$ cat src/rtl/core/ffa_pkg.sv
// Package for the first-fit slot bitmap allocator: sizes, the sequencer state type,
// the memory request struct and the per-word slot mask function.
// No dependencies; every other file in rtl/core imports it.
package ffa_pkg;

	localparam int SLOTS          = 1024;
	localparam int ROOMS          = 8;
	localparam int WORD_BITS      = 64;
	localparam int WORD_SHIFT     = 6;
	localparam int WORDS_PER_ROOM = (SLOTS + WORD_BITS - 1) / WORD_BITS;
	localparam int MEM_DEPTH      = ROOMS * WORDS_PER_ROOM;
	localparam int ADDR_W         = (MEM_DEPTH > 1) ? $clog2(MEM_DEPTH) : 1;
	localparam int WORD_AW        = (WORDS_PER_ROOM > 1) ? $clog2(WORDS_PER_ROOM) : 1;
	localparam int ROOM_CNT_W     = $clog2(ROOMS + 1);

	// Widths of the interface fields.
	localparam int SLOT_W   = 11;
	localparam int SWORD_W  = SLOT_W - WORD_SHIFT;
	localparam int ROOMIX_W = 3;
	localparam int CFG_W    = 4;

	localparam logic [CFG_W-1:0] ROOMS_RESET = CFG_W'(8);

	typedef logic [WORD_BITS-1:0] word_t;

	typedef enum logic [1:0] {
		ST_IDLE,
		ST_SCAN,
		ST_MARK,
		ST_FINISH
	} ffa_state_t;

	typedef struct packed {
		logic              rd_en;
		logic [ADDR_W-1:0] rd_addr;
		logic              wr_en;
		logic [ADDR_W-1:0] wr_addr;
		word_t             wr_data;
	} mem_req_t;

	// Bits of bitmap word w that lie inside the half-open slot range [lo, hi).
	function automatic word_t word_mask(input logic [WORD_AW-1:0] w,
		input logic [SLOT_W-1:0] lo, input logic [SLOT_W-1:0] hi);
		logic [SWORD_W-1:0] wd;
		logic [SWORD_W-1:0] lw;
		logic [SWORD_W-1:0] hw;
		word_t              lo_m;
		word_t              hi_m;
		wd = SWORD_W'(w);
		lw = lo[SLOT_W-1:WORD_SHIFT];
		hw = hi[SLOT_W-1:WORD_SHIFT];
		if (wd > lw) begin
			lo_m = '1;
		end else if (wd == lw) begin
			lo_m = '1 << lo[WORD_SHIFT-1:0];
		end else begin
			lo_m = '0;
		end
		if (wd < hw) begin
			hi_m = '1;
		end else if (wd == hw) begin
			hi_m = ~('1 << hi[WORD_SHIFT-1:0]);
		end else begin
			hi_m = '0;
		end
		return lo_m & hi_m;
	endfunction

endpackage

$ cat src/rtl/core/ffa_ifs.sv
// Handshake channel interfaces of the allocator: request, response and configuration.
// Depends on ffa_pkg for the field widths.
interface ffa_req_if import ffa_pkg::*; ();
	logic              valid;
	logic              ready;
	logic              req_type;
	logic [SLOT_W-1:0] start_slot;
	logic [SLOT_W-1:0] end_slot;

	modport source (output valid, req_type, start_slot, end_slot, input ready);
	modport sink (input valid, req_type, start_slot, end_slot, output ready);
endinterface

interface ffa_rsp_if import ffa_pkg::*; ();
	logic                valid;
	logic                ready;
	logic                granted;
	logic [ROOMIX_W-1:0] room_index;

	modport source (output valid, granted, room_index, input ready);
	modport sink (input valid, granted, room_index, output ready);
endinterface


$ cat src/rtl/core/ffa_scan_ctrl.sv
// Scan and mark sequencer: reads bitmap words room by room, checks them against the
// range mask, writes a booking back, and holds the response register. Depends on ffa_pkg.
module ffa_scan_ctrl import ffa_pkg::*; (
	input  logic                  clk,
	input  logic                  arst_n,
	input  logic [ROOM_CNT_W-1:0] active,
	ffa_req_if.sink               req,
	ffa_rsp_if.source             rsp,
	output mem_req_t              mem_req,
	input  word_t                 rdata
);

	ffa_state_t            state_q, state_d;
	logic                  is_ask_q, is_ask_d;
	logic [SLOT_W-1:0]     lo_q, lo_d, hi_q, hi_d;
	logic [WORD_AW-1:0]    first_w_q, first_w_d, last_w_q, last_w_d;
	logic [ROOM_CNT_W-1:0] room_q, room_d;
	logic [WORD_AW-1:0]    word_q, word_d;
	logic                  iss_done_q, iss_done_d;
	logic                  grant_q, grant_d;
	logic                  v_s1, v_s1_d;
	logic [WORD_AW-1:0]    word_s1, word_s1_d;
	logic                  last_s1, last_s1_d;
	logic                  out_valid_q, out_valid_d;
	logic                  out_granted_q, out_granted_d;
	logic [ROOMIX_W-1:0]   out_room_q, out_room_d;

	logic [SLOT_W-1:0]     lo_in, hi_in, hi_m1;
	word_t                 mask_s1;
	logic                  hit;

	function automatic logic [ADDR_W-1:0] word_addr(input logic [ROOM_CNT_W-1:0] r,
		input logic [WORD_AW-1:0] w);
		return ADDR_W'(int'(r) * WORDS_PER_ROOM + int'(w));
	endfunction

	// Saturate the incoming range to the slot space; a reversed range becomes empty.
	always_comb begin
		lo_in = (int'(req.start_slot) > SLOTS) ? SLOT_W'(SLOTS) : req.start_slot;
		hi_in = (int'(req.end_slot) > SLOTS) ? SLOT_W'(SLOTS) : req.end_slot;
		if (hi_in < lo_in) begin
			hi_in = lo_in;
		end
		hi_m1 = hi_in - SLOT_W'(1);
	end

	assign mask_s1 = word_mask(word_s1, lo_q, hi_q);
	assign hit     = v_s1 && ((rdata & mask_s1) != '0);

	assign req.ready      = (state_q == ST_IDLE);
	assign rsp.valid      = out_valid_q;
	assign rsp.granted    = out_granted_q;
	assign rsp.room_index = out_room_q;

	always_comb begin
		state_d       = state_q;
		is_ask_d      = is_ask_q;
		lo_d          = lo_q;
		hi_d          = hi_q;
		first_w_d     = first_w_q;
		last_w_d      = last_w_q;
		room_d        = room_q;
		word_d        = word_q;
		iss_done_d    = iss_done_q;
		grant_d       = grant_q;
		v_s1_d        = 1'b0;
		word_s1_d     = word_s1;
		last_s1_d     = last_s1;
		out_valid_d   = out_valid_q && !rsp.ready;
		out_granted_d = out_granted_q;
		out_room_d    = out_room_q;
		mem_req       = '0;

		unique case (state_q)
			ST_IDLE: begin
				if (req.valid) begin
					is_ask_d   = req.req_type;
					lo_d       = lo_in;
					hi_d       = hi_in;
					first_w_d  = WORD_AW'(lo_in >> WORD_SHIFT);
					last_w_d   = WORD_AW'(hi_m1 >> WORD_SHIFT);
					word_d     = WORD_AW'(lo_in >> WORD_SHIFT);
					room_d     = '0;
					iss_done_d = 1'b0;
					if (active == '0) begin
						grant_d = 1'b0;
						state_d = ST_FINISH;
					end else if (hi_in == lo_in) begin
						grant_d = 1'b1;
						state_d = ST_FINISH;
					end else begin
						state_d = ST_SCAN;
					end
				end
			end
			ST_SCAN: begin
				if (hit) begin
					// This room is taken somewhere in the range; drop the beat in flight.
					if (room_q + ROOM_CNT_W'(1) == active) begin
						grant_d = 1'b0;
						room_d  = '0;
						state_d = ST_FINISH;
					end else begin
						room_d     = room_q + ROOM_CNT_W'(1);
						word_d     = first_w_q;
						iss_done_d = 1'b0;
					end
				end else if (v_s1 && last_s1) begin
					grant_d = 1'b1;
					if (is_ask_q) begin
						state_d = ST_FINISH;
					end else begin
						word_d     = first_w_q;
						iss_done_d = 1'b0;
						state_d    = ST_MARK;
					end
				end else if (!iss_done_q) begin
					mem_req.rd_en   = 1'b1;
					mem_req.rd_addr = word_addr(room_q, word_q);
					v_s1_d          = 1'b1;
					word_s1_d       = word_q;
					last_s1_d       = (word_q == last_w_q);
					iss_done_d      = (word_q == last_w_q);
					word_d          = word_q + WORD_AW'(1);
				end
			end
			ST_MARK: begin
				// Read of word w+1 overlaps the write of word w; they never share an entry.
				if (v_s1) begin
					mem_req.wr_en   = 1'b1;
					mem_req.wr_addr = word_addr(room_q, word_s1);
					mem_req.wr_data = rdata | mask_s1;
				end
				if (v_s1 && last_s1) begin
					state_d = ST_FINISH;
				end else if (!iss_done_q) begin
					mem_req.rd_en   = 1'b1;
					mem_req.rd_addr = word_addr(room_q, word_q);
					v_s1_d          = 1'b1;
					word_s1_d       = word_q;
					last_s1_d       = (word_q == last_w_q);
					iss_done_d      = (word_q == last_w_q);
					word_d          = word_q + WORD_AW'(1);
				end
			end
			ST_FINISH: begin
				if (!out_valid_q || rsp.ready) begin
					out_valid_d   = 1'b1;
					out_granted_d = grant_q;
					out_room_d    = grant_q ? ROOMIX_W'(room_q) : '0;
					state_d       = ST_IDLE;
				end
			end
			default: begin
				state_d = ST_IDLE;
			end
		endcase
	end

	always_ff @(posedge clk or negedge arst_n) begin
		if (!arst_n) begin
			state_q     <= ST_IDLE;
			v_s1        <= 1'b0;
			out_valid_q <= 1'b0;
			iss_done_q  <= 1'b0;
		end else begin
			state_q     <= state_d;
			v_s1        <= v_s1_d;
			out_valid_q <= out_valid_d;
			iss_done_q  <= iss_done_d;
		end
	end

	always_ff @(posedge clk) begin
		is_ask_q      <= is_ask_d;
		lo_q          <= lo_d;
		hi_q          <= hi_d;
		first_w_q     <= first_w_d;
		last_w_q      <= last_w_d;
		room_q        <= room_d;
		word_q        <= word_d;
		grant_q       <= grant_d;
		word_s1       <= word_s1_d;
		last_s1       <= last_s1_d;
		out_granted_q <= out_granted_d;
		out_room_q    <= out_room_d;
	end

endmodule
$ cat src/flat_wrapper.sv
// flat-port wrapper written by rule: the top's interface ports become plain ports
module ffa_scan_ctrl_flat import ffa_pkg::*;
  (clk, arst_n, active, mem_req, rdata, req_valid, req_req_type, req_start_slot, req_end_slot, req_ready, rsp_valid, rsp_granted, rsp_room_index, rsp_ready);
  ffa_req_if req_i ();
  ffa_rsp_if rsp_i ();
  input  logic clk;
  input  logic arst_n;
  input  logic [ROOM_CNT_W-1:0] active;
  output mem_req_t mem_req;
  input  word_t rdata;
  input wire logic [$bits(req_i.valid)-1:0] req_valid;
  input wire logic [$bits(req_i.req_type)-1:0] req_req_type;
  input wire logic [$bits(req_i.start_slot)-1:0] req_start_slot;
  input wire logic [$bits(req_i.end_slot)-1:0] req_end_slot;
  output wire logic [$bits(req_i.ready)-1:0] req_ready;
  output wire logic [$bits(rsp_i.valid)-1:0] rsp_valid;
  output wire logic [$bits(rsp_i.granted)-1:0] rsp_granted;
  output wire logic [$bits(rsp_i.room_index)-1:0] rsp_room_index;
  input wire logic [$bits(rsp_i.ready)-1:0] rsp_ready;
  assign req_i.valid = req_valid;
  assign req_i.req_type = req_req_type;
  assign req_i.start_slot = req_start_slot;
  assign req_i.end_slot = req_end_slot;
  assign req_ready = req_i.ready;
  assign rsp_valid = rsp_i.valid;
  assign rsp_granted = rsp_i.granted;
  assign rsp_room_index = rsp_i.room_index;
  assign rsp_i.ready = rsp_ready;
  ffa_scan_ctrl u_core (.clk(clk), .arst_n(arst_n), .active(active), .req(req_i), .rsp(rsp_i), .mem_req(mem_req), .rdata(rdata));
endmodule
$ cat config.mk
export PLATFORM = sky130hd
export DESIGN_NAME = ffa_scan_ctrl_flat
export DESIGN_NICKNAME = d
export VERILOG_FILES = /design/src/rtl/core/ffa_pkg.sv /design/src/rtl/core/ffa_ifs.sv /design/src/rtl/core/ffa_scan_ctrl.sv /design/src/flat_wrapper.sv
export SDC_FILE = /design/constraint.sdc
export NUM_CORES = 1
export LEC_CHECK = 0
export BUFFER_PORTS_ARGS = -buffer_cell sky130_fd_sc_hd__buf_2
export CELL_PAD_IN_SITES_DETAIL_PLACEMENT = 1
export CELL_PAD_IN_SITES_GLOBAL_PLACEMENT = 2
export CORE_ASPECT_RATIO = 0.75
export CORE_MARGIN = 5
export CORE_UTILIZATION = 26
export DETAILED_ROUTE_END_ITERATION = 8
export GPL_TIMING_DRIVEN = 0
export HOLD_SLACK_MARGIN = 0.08
export PLACE_DENSITY = 0.85
export SYNTH_ARGS = -nofsm -noshare
export SYNTH_HDL_FRONTEND = slang
export SYNTH_SLANG_ARGS = --single-unit
$ cat constraint.sdc
create_clock -name clk -period 3.85 [get_ports clk]
set_input_delay 0.9625 -clock clk [delete_from_list [all_inputs] [get_ports clk]]
set_output_delay 0.9625 -clock clk [all_outputs]
set_load 0.05 [all_outputs]
==> impl_metrics.env, run 1 <==
export IMPL_status="finished, violations left"
export IMPL_violations="negative setup slack"
export IMPL_synth_seq_cells=50
export IMPL_ys_types=80
export IMPL_setup_ws_ns=-1.08
export IMPL_r2r_start="u_core.word_s1[3]$_DFFE_PP_"
export IMPL_final_nets=1174
export IMPL_regArea_um2=1480
export IMPL_synth_edf_count=45
export IMPL_fp_coreArea_um2=23000
export IMPL_pwr_share_clk=0.354
export IMPL_yosysWarnings=0
export IMPL_die_area_um2=26600
export IMPL_crit_path_max_incr_delay_ns=0.50
export IMPL_ys_flop_type="edfxtp_1"
export IMPL_critPathRequiredTime_ns=2.89
export IMPL_grt_met3_usage=0.0689
export IMPL_pwr_share_comb=0.193
export IMPL_start_util=0.264
export IMPL_final_max_slew_viol_count=0
export IMPL_startpoint_type="flop"
export IMPL_synthesis_area_um2=6080
export IMPL_dp_hpwl_um=25700
export IMPL_worstMarginPinSlew_ns=1.25
export IMPL_p_leak_nw=3.78
export IMPL_finalCritPeriodShare=1.28
export IMPL_reg2reg_depth=20
export IMPL_placed_area_um2=7480
export IMPL_final_hold_viol_count=0
export IMPL_clkSinkCount=50
export IMPL_worstSetupPathDepth=14
export IMPL_cts_hold_buf=0
export IMPL_die_w_um=187
export IMPL_synth_common_cells="95 x a21oi_1, 89 x nor2_1, 72 x inv_1, 50 x o21ai_0, 45 x edfxtp_1"
export IMPL_netlist_top_cells_area="edfxtp_1 22%, a21oi_1 7.8%, nor2_1 5.5%"
export IMPL_min_period_ns=4.93
export IMPL_root_buffer="clkbuf_16"
export IMPL_setup_tns_ns=-15.93
export IMPL_place_gp_congestion=1.02
export IMPL_post_route_util=0.379
export IMPL_drcViolationCount=0
export IMPL_drt_initial_drc_count=590
export IMPL_hp_class="primary input to asynchronous set/reset pin"
export IMPL_port_buffers=180
export IMPL_path_class="flop to output pin"
export IMPL_grtUsageMet2=0.349
export IMPL_drive_gt1_frac=0.355
export IMPL_syn_to_final_growth_pct=43.2
export IMPL_die_h_um=142
export IMPL_setup_viol=29
export IMPL_cp_num_buf_inv=2
export IMPL_grt_util_all_layers=0.233
export IMPL_firstDrtPassIters=6
export IMPL_grt_start_max_net_pins=28
export IMPL_crit_family="compound AO/OA/AOI/OAI gates"
export IMPL_cts_inserted_buffers=5
export IMPL_io_pins=181
export IMPL_cp_max_fo=8
export IMPL_irDropWorstVdd_v=0.000169
export IMPL_sequentialPowerShare=0.453
export IMPL_r2r_setup_slack_ns=-0.52
export IMPL_multi_input_area_um2=4560
export IMPL_startpoint="u_core.word_s1[3]$_DFFE_PP_"
export IMPL_reg2reg_to="u_core.word_q[1]$_DFFE_PP_"
export IMPL_n_antenna_cell=0
export IMPL_fin_skew_ns=0.00547
export IMPL_ant_nets=0
export IMPL_cp_endpoint="mem_req[73]"
export IMPL_htree_levels=2
export IMPL_avgSynthCellArea_um2=7.41
export IMPL_top_usage_layer="met2"
export IMPL_swShare=0.268
export IMPL_path_clk_slew_ns=0.07
export IMPL_clock_latency_ns=0.30
export IMPL_end_kind="output pin"
export IMPL_ctsLongestPathBuffers=2
export IMPL_synth_most_common_cell="a21oi_1"
export IMPL_antenna_found_initial=0
export IMPL_cts_tree="done"
export IMPL_pre_cts_ws_ns=-1.92
export IMPL_p_switching_uw=354
export IMPL_overflow=0
export IMPL_grt_pass1_wl_um=48000
export IMPL_use_met1=0.338
export IMPL_postSynthCellCount=821
export IMPL_wl_per_cell_um=24.2
export IMPL_syn_nets=941
export IMPL_rsz0062_at_grt="true"
export IMPL_via_per_inst=5.52
export IMPL_async_flop_share=0.100
export IMPL_fillCellCount=2785
export IMPL_internal_power_uw=966
export IMPL_fmaxAchievable_ghz=0.203
export IMPL_row_count=48
export IMPL_vias=7474
export IMPL_wirelength_um=32800
export IMPL_stdcell_area_um2=8710
export IMPL_whs_ns=0.490
export IMPL_critPathArrivalTime_ns=3.96
export IMPL_cp_cell_sequence="ha_4, and4b_4, nand2_4, a21boi_4, buf_4, o211ai_1, o2111ai_2, a2111oi_4, nand3b_4, nor2_8, o21a_4, o211ai_4, nor2_4, buf_8"
export IMPL_cp_slowest_cell="edfxtp_1"
export IMPL_drv_cap=0
export IMPL_p_per_area_nw_per_um2=152
export IMPL_synth_top_area_frac=0.222
export IMPL_synth_seq_area_share=0.243
export IMPL_max_slew_margin=0.168
export IMPL_synth_largest_area_cell="edfxtp_1"
export IMPL_grt_pass1_vias=7606
==> stage by stage <==
stage | power, mW | cells
floorplan | 0.734 | 821
global placement | 0.830 | 1301
detailed placement | 0.836 | 1301
CTS | 1.32 | 1328
global route | 1.38 | 1355
finish | 1.32 | 1355
==> registers in the layout (all words and copies together), names as in the netlist <==
register               cells
u_core.grant_q             1
u_core.is_ask_q            1
u_core.rsp.granted         1
u_core.hi_q               11
u_core.state_q             2
u_core.word_s1             4
u_core.last_w_q            4
u_core.first_w_q           3
u_core.last_s1             1
u_core.room_q              4
u_core.rsp.room_index      3
u_core.rsp.valid           1
u_core.iss_done_q          1
u_core.v_s1                1
u_core.lo_q                8
u_core.word_q              4
==> worst min-delay path by stage <==
stage	slack, ns	depth (start not counted)	to	from
finish	0.49	1	u_core.iss_done_q$_DFFE_PN0P_	arst_n
global route	0.50	1	u_core.v_s1$_DFF_PN0_	arst_n
CTS	0.49	1	u_core.iss_done_q$_DFFE_PN0P_	arst_n
detailed placement	0.49	0	u_core.rsp.granted$_DFFE_PP_	u_core.grant_q$_DFFE_PP_
global placement	0.47	0	u_core.rsp.granted$_DFFE_PP_	u_core.grant_q$_DFFE_PP_
floorplan	0.45	0	u_core.rsp.granted$_DFFE_PP_	u_core.grant_q$_DFFE_PP_
==> worst reg2reg max path, delay by kind of cell, from the launching register on <==
family	cells	cell delay, ns
AOI/OAI and AO/OA	4	1.29
adders and majority gates	1	0.32
buffers and inverters	9	0.96
DFF	1	0.50
muxes	1	0.26
and+or+nand+nor	5	0.75
==> cell usage in the layout (no fill, tap or decap), types with 13 or more instances in the layout <==
cell type	n
edfxtp_1	45
ha_1	20
inv_1	68
nor2_1	82
a21o_1	13
buf_2	154
a31oi_1	16
nand3_1	14
nand4_1	17
xnor2_1	14
clkbuf_1	23
buf_6	21
o211ai_1	24
nand2_1	29
a21oi_1	92
o21ai_1	37
nor2b_1	18
o21ai_0	45
buf_4	66
==> final cells by class <==
class,instances,share of cell area
Sequential cell,50,0.170
Inverter,73,0.0326
Buffer,63,0.0468
Clock inverter,3,0.00302
Multi-Input combinational cell,632,0.523
Clock buffer,5,0.0144
Tap cell,300,0.0431
Timing Repair Buffer,229,0.167
==> power by group through the flow <==
stage	clock network, mW	logic (mW)	registers, mW
detailed placement	0	0.226	0.610
global route	0.501	0.280	0.597
finish	0.467	0.255	0.597
floorplan	0	0.126	0.608
global placement	0	0.221	0.609
CTS	0.483	0.242	0.597
==> metal layers <==
| metal | part of all wire | wire, µm |
|---|---|---|
| met5 | 0 | 0 |
| met4 | 0.010 | 342 |
| met3 | 0.098 | 3200 |
| met2 | 0.42 | 13900 |
| met1 | 0.47 | 15400 |
==> what timing repair did <==
item | in CTS | in global routing
endpoints found under the setup margin | 92 | 68
gates cloned | 2 | 0
pin swaps | 22 | 43
gates resized for setup | 108 | 93
setup buffers | 19 | 28
==> cell families (layout without fill, tap and decap cells) <==
group	Yosys count	after routing	synth area share
mux	16	16	0.0282
flops	50	50	0.243
xor+xnor	24	24	0.0346
fa+ha+maj	25	25	0.0514
buf+inv	139	373	0.0936
simple gates	260	260	0.223
compound gates	307	307	0.326
(Power assumes the default switching activity.)
==> run 2, diff against run 1 <==
- PLACE_DENSITY: 0.85 -> 0.75
==> impl_metrics.env, run 2 (synthesis results as in run 1) <==
export IMPL_reg_largest_list="u_core.hi_q (11), u_core.lo_q (8)"
export IMPL_start_util=0.264
export IMPL_wl_per_cell_um=23.6
export IMPL_cts_hold_buf=0
export IMPL_p_leak_nw=3.76
export IMPL_drive_gt1_frac=0.344
export IMPL_reg2reg_depth=21
export IMPL_dp_hpwl_um=25200
export IMPL_syn_to_final_growth_pct=41.5
export IMPL_cp_max_fo=7
export IMPL_firstDrtPassIters=5
export IMPL_drt_initial_drc_count=445
export IMPL_status="finished, violations left"
export IMPL_setup_viol=32
export IMPL_end_kind="output pin"
export IMPL_grt_pass1_wl_um=47000
export IMPL_fmaxAchievable_ghz=0.202
export IMPL_p_total_mw=1.36
export IMPL_final_common_cell="buf_2"
export IMPL_cp_slowest_cell="edfxtp_1"
export IMPL_place_gp_congestion=0.977
export IMPL_grt_pass1_vias=7499
export IMPL_vias=7415
export IMPL_stdcell_area_um2=8610
export IMPL_cp_cell_sequence="ha_4, and4b_2, nand2_4, a21boi_4, buf_6, buf_4, o211ai_1, o2111ai_2, nor4_4, nand4_4, nor2_8, o21a_4, o211ai_4, buf_12, nor2_4, buf_8"
export IMPL_path_clk_slew_ns=0.07
export IMPL_die_area_um2=26600
export IMPL_die_w_um=187
export IMPL_irDropWorstVdd_v=0.000138
export IMPL_setup_ws_ns=-1.09
export IMPL_cts_inserted_buffers=5
export IMPL_antenna_found_initial=0
export IMPL_regMostFlops="u_core.hi_q"
export IMPL_final_max_slew_viol_count=0
export IMPL_startpoint_type="flop"
export IMPL_violations="negative setup slack"
export IMPL_ctsLongestPathBuffers=2
export IMPL_die_h_um=142
export IMPL_path_class="flop to output pin"
export IMPL_final_nets=1169
export IMPL_worstMarginPinSlew_ns=1.23
export IMPL_final_cell_mix="164 x buf_2, 92 x a21oi_1, 82 x nor2_1"
export IMPL_critPathRequiredTime_ns=2.89
export IMPL_min_period_ns=4.94
export IMPL_placed_area_um2=7480
export IMPL_via_per_inst=5.49
export IMPL_p_per_area_nw_per_um2=158
export IMPL_io_pins=181
export IMPL_port_buffers=180
export IMPL_overflow=0
export IMPL_htree_levels=2
export IMPL_largest_reg_flops=11
export IMPL_rsz0062_at_grt="true"
export IMPL_finalCritPeriodShare=1.28
export IMPL_drcViolationCount=0
export IMPL_wirelength_um=31900
export IMPL_critPathArrivalTime_ns=3.98
export IMPL_row_count=48
export IMPL_post_route_util=0.374
export IMPL_reg2reg_to="u_core.word_q[3]$_DFFE_PP_"
export IMPL_drv_cap=0
export IMPL_n_antenna_cell=0
export IMPL_r2r_start="u_core.word_s1[3]$_DFFE_PP_"
export IMPL_max_slew_margin=0.179
export IMPL_clkSinkCount=50
export IMPL_fin_skew_ns=0.00627
export IMPL_crit_family="simple AND/OR/NAND/NOR gates"
export IMPL_clock_latency_ns=0.29
export IMPL_grt_start_max_net_pins=28
export IMPL_crit_path_max_incr_delay_ns=0.51
export IMPL_cts_tree="done"
export IMPL_final_hold_viol_count=0
export IMPL_grt_util_all_layers=0.226
export IMPL_root_buffer="clkbuf_16"
export IMPL_fp_coreArea_um2=23000
export IMPL_cp_num_buf_inv=4
export IMPL_r2r_setup_slack_ns=-0.49
export IMPL_hp_class="primary input to asynchronous set/reset pin"
export IMPL_ant_nets=0
run 2: worst max path at each step:
stage | slack (ns) | start | depth (start not counted) | end
detailed placement | -1.58 | u_core.word_s1[3]$_DFFE_PP_ | 15 | mem_req[79]
CTS | -1.01 | u_core.word_s1[3]$_DFFE_PP_ | 16 | mem_req[79]
global route | -1.20 | u_core.word_s1[3]$_DFFE_PP_ | 16 | mem_req[73]
floorplan | -0.25 | u_core.word_s1[3]$_DFFE_PP_ | 14 | mem_req[79]
finish | -1.09 | u_core.word_s1[3]$_DFFE_PP_ | 16 | mem_req[73]
global placement | -1.67 | u_core.word_s1[3]$_DFFE_PP_ | 15 | mem_req[79]
run 2: where the power goes:
group	internal [mW]	total (mW)	switching [mW]
clock network	0.308	0.513	0.205
logic	0.117	0.246	0.129
registers	0.595	0.597	0.00261
total	1.02	1.36	0.336
run 2: timing repair:
action	in CTS	in global routing
hold endpoints to repair	0	0
endpoints found under the setup margin	87	77
buffers inserted	22	21
gates resized for setup	71	107
pin swaps	26	42
run 2: layout make-up:
type	instances	area, µm²
inverter	73	279
tap	300	375
multi-input combinational	632	4510
clock inverter	3	43.8
buffer	64	394
clock buffer	5	125
fill	2840	14400
timing repair buffer	223	1410
sequential	50	1480
run 2: through the flow:
| stage | TNS, ns | hold slack, ns | setup WS, ns | cells |
|---|---|---|---|---|
| global route | -20.12 | 0.484 | -1.20 | 1350 |
| global placement | -26.68 | 0.474 | -1.67 | 1301 |
| floorplan | -1.93 | 0.449 | -0.252 | 821 |
| CTS | -8.04 | 0.487 | -1.01 | 1331 |
| detailed placement | -24.42 | 0.478 | -1.58 | 1301 |
| finish | -16.30 | 0.485 | -1.09 | 1350 |
run 2: routing by layer:
metal  vias up  routed length (µm)  GRT usage
met1      3608               15600      0.339
met3        36                2900     0.0701
met4         0                 505     0.0387
met2       318               12900      0.321
li1       3453                   -          -
met5         -                   0          0
==> run 3, diff against run 2 <==
- ABC_CLOCK_PERIOD_IN_PS: default -> 3850
- CORE_UTILIZATION: 26 -> 27
- CTS_BUF_LIST: default -> sky130_fd_sc_hd__clkbuf_4
- PLACE_DENSITY: 0.75 -> 0.78
==> impl_metrics.env, run 3 (synthesis results as in run 1) <==
export IMPL_status="finished, violations left"
export IMPL_violations="negative setup slack"
export IMPL_ctsLongestPathBuffers=2
export IMPL_grt_met3_usage=0.0658
export IMPL_final_max_slew_viol_count=0
export IMPL_drt_initial_drc_count=611
export IMPL_final_cells=1349
export IMPL_final_common_cell="buf_2"
export IMPL_fillCellCount=2756
export IMPL_cts_tree="done"
export IMPL_die_area_um2=25700
export IMPL_grt_pass1_vias=7577
export IMPL_overflow=0
export IMPL_wl_per_cell_um=23.9
export IMPL_dp_cells=1295
export IMPL_p_per_area_nw_per_um2=128
export IMPL_finalCritPeriodShare=1.31
export IMPL_end_kind="output pin"
export IMPL_root_buffer="clkbuf_4"
export IMPL_p_leak_nw=3.74
export IMPL_ant_nets=0
export IMPL_r2r_setup_slack_ns=-0.12
export IMPL_top_usage_layer="met1"
export IMPL_cp_max_fo=10
export IMPL_grt_start_max_net_pins=28
export IMPL_hp_class="primary input to asynchronous set/reset pin"
export IMPL_drv_cap=0
export IMPL_setup_viol=24
export IMPL_row_count=47
export IMPL_via_per_inst=5.53
export IMPL_port_buffers=180
export IMPL_min_period_ns=5.03
export IMPL_start_util=0.275
export IMPL_reg2reg_to="u_core.word_q[1]$_DFFE_PP_"
export IMPL_crit_path_max_incr_delay_ns=0.53
export IMPL_path_class="flop to output pin"
export IMPL_fp_coreArea_um2=22100
export IMPL_fin_skew_ns=0.0124
export IMPL_reg_largest_list="u_core.hi_q (11), u_core.lo_q (8)"
export IMPL_wirelength_um=32200
export IMPL_cp_slowest_cell="edfxtp_1"
export IMPL_die_h_um=140
export IMPL_vias=7464
export IMPL_critPathArrivalTime_ns=4.07
export IMPL_cp_num_buf_inv=3
export IMPL_firstDrtPassIters=5
export IMPL_pre_cts_ws_ns=-1.83
export IMPL_worstMarginPinSlew_ns=1.27
export IMPL_drcViolationCount=0
export IMPL_crit_family="compound AO/OA/AOI/OAI gates"
export IMPL_io_pins=181
export IMPL_r2r_start="u_core.word_s1[3]$_DFFE_PP_"
export IMPL_setup_ws_ns=-1.18
export IMPL_final_hold_viol_count=0
export IMPL_clkSinkCount=50
export IMPL_htree_levels=2
export IMPL_use_met1=0.358
export IMPL_multi_input_area_um2=4560
export IMPL_irDropWorstVdd_v=0.000117
export IMPL_antenna_found_initial=2
export IMPL_syn_to_final_growth_pct=43.7
export IMPL_final_cell_mix="138 x buf_2, 85 x a21oi_1, 80 x nor2_1"
export IMPL_path_clk_slew_ns=0.16
export IMPL_fmaxAchievable_ghz=0.199
export IMPL_place_gp_congestion=1.01
export IMPL_regMostFlops="u_core.hi_q"
export IMPL_cp_cell_sequence="ha_4, and4b_2, buf_4, nand3b_4, buf_8, a21oi_1, o211ai_1, o2111ai_4, a2111oi_4, nand3b_4, nor2_8, o21a_4, o211ai_4, nor2_4, buf_6"
export IMPL_critPathRequiredTime_ns=2.89
export IMPL_crit_top_cell="nand3b_4"
export IMPL_rsz0062_at_grt="true"
export IMPL_startpoint_type="flop"
export IMPL_grtUsageMet2=0.340
export IMPL_reg2reg_depth=16
export IMPL_dp_hpwl_um=25200
export IMPL_largest_reg_flops=11
export IMPL_regArea_um2=1480
export IMPL_grt_pass1_wl_um=46900
export IMPL_grt_util_all_layers=0.236
export IMPL_die_w_um=183
export IMPL_drive_gt1_frac=0.360
export IMPL_cts_inserted_buffers=5
export IMPL_max_slew_margin=0.152
export IMPL_final_nets=1173
export IMPL_clock_latency_ns=0.39
run 3: changes by cell type in the layout (fill, tap and decap cells not counted), moves of 3 or more:
cell	before	now
clkbuf_4	6	14
o21ai_0	43	25
o2111ai_1	3	7
buf_8	3	10
buf_6	31	28
buf_4	47	69
o21ai_2	1	6
o21ai_1	41	54
o2111ai_2	8	2
a21oi_2	3	7
a21oi_1	92	85
buf_2	164	138
inv_6	1	4
a21oi_4	1	4
run 3: where the power goes:
group / internal [mW] / leakage (nW) / switching, mW
clock: 0.0789 / 0.0366 / 0.196
sequential: 0.595 / 0.409 / 0.00266
combinational: 0.117 / 3.30 / 0.130
total: 0.791 / 3.74 / 0.328
run 3: metrics by stage:
stage	hold slack (ns)	utilization	area, µm²	power [mW]	setup TNS [ns]
detailed placement	0.504	0.338	7470	0.835	-31.48
global route	0.343	0.395	8740	1.17	-14.45
floorplan	0.449	-	6200	0.734	-1.93
finish	0.371	0.395	8740	1.12	-10.08
CTS	0.336	0.373	8240	1.12	-9.62
global placement	0.472	0.338	7470	0.830	-32.46
run 3: metal layers:
layer  up-vias  wire length [µm]
li1       3465                 -
met1      3628             15600
met2       343             13300
met3        26              3130
met4         2               227
met5         -                18
run 3: repair_timing:
action                                  4_1_cts  5_1_grt
setup buffers                                18       24
resized for setup                           151      114
endpoints found under the setup margin       99       87
gates cloned                                  3        1
pin swaps                                    48       38
hold buffers                                  0        0
run 3: final cells by class:
class,instances,share of cell area
Clock inverter,3,0.00301
Clock buffer,5,0.00429
Antenna cell,1,0.000286
Tap cell,294,0.0421
Multi-Input combinational cell,632,0.522
Buffer,65,0.0544
Timing Repair Buffer,226,0.173
Inverter,73,0.0322
Sequential cell,50,0.169
run 3: worst max path at each step:
stage          cells after the start  slack, ns          end                   startpoint
2_1_floorplan                     14      -0.25  mem_req[79]  u_core.word_s1[3]$_DFFE_PP_
3_3_place_gp                      15      -1.86  mem_req[79]  u_core.word_s1[3]$_DFFE_PP_
3_5_place_dp                      15      -1.83  mem_req[79]  u_core.word_s1[3]$_DFFE_PP_
4_1_cts                           14      -1.17  mem_req[76]  u_core.word_s1[3]$_DFFE_PP_
5_1_grt                           15      -1.30  mem_req[76]  u_core.word_s1[3]$_DFFE_PP_
6_report                          15      -1.18  mem_req[76]  u_core.word_s1[3]$_DFFE_PP_
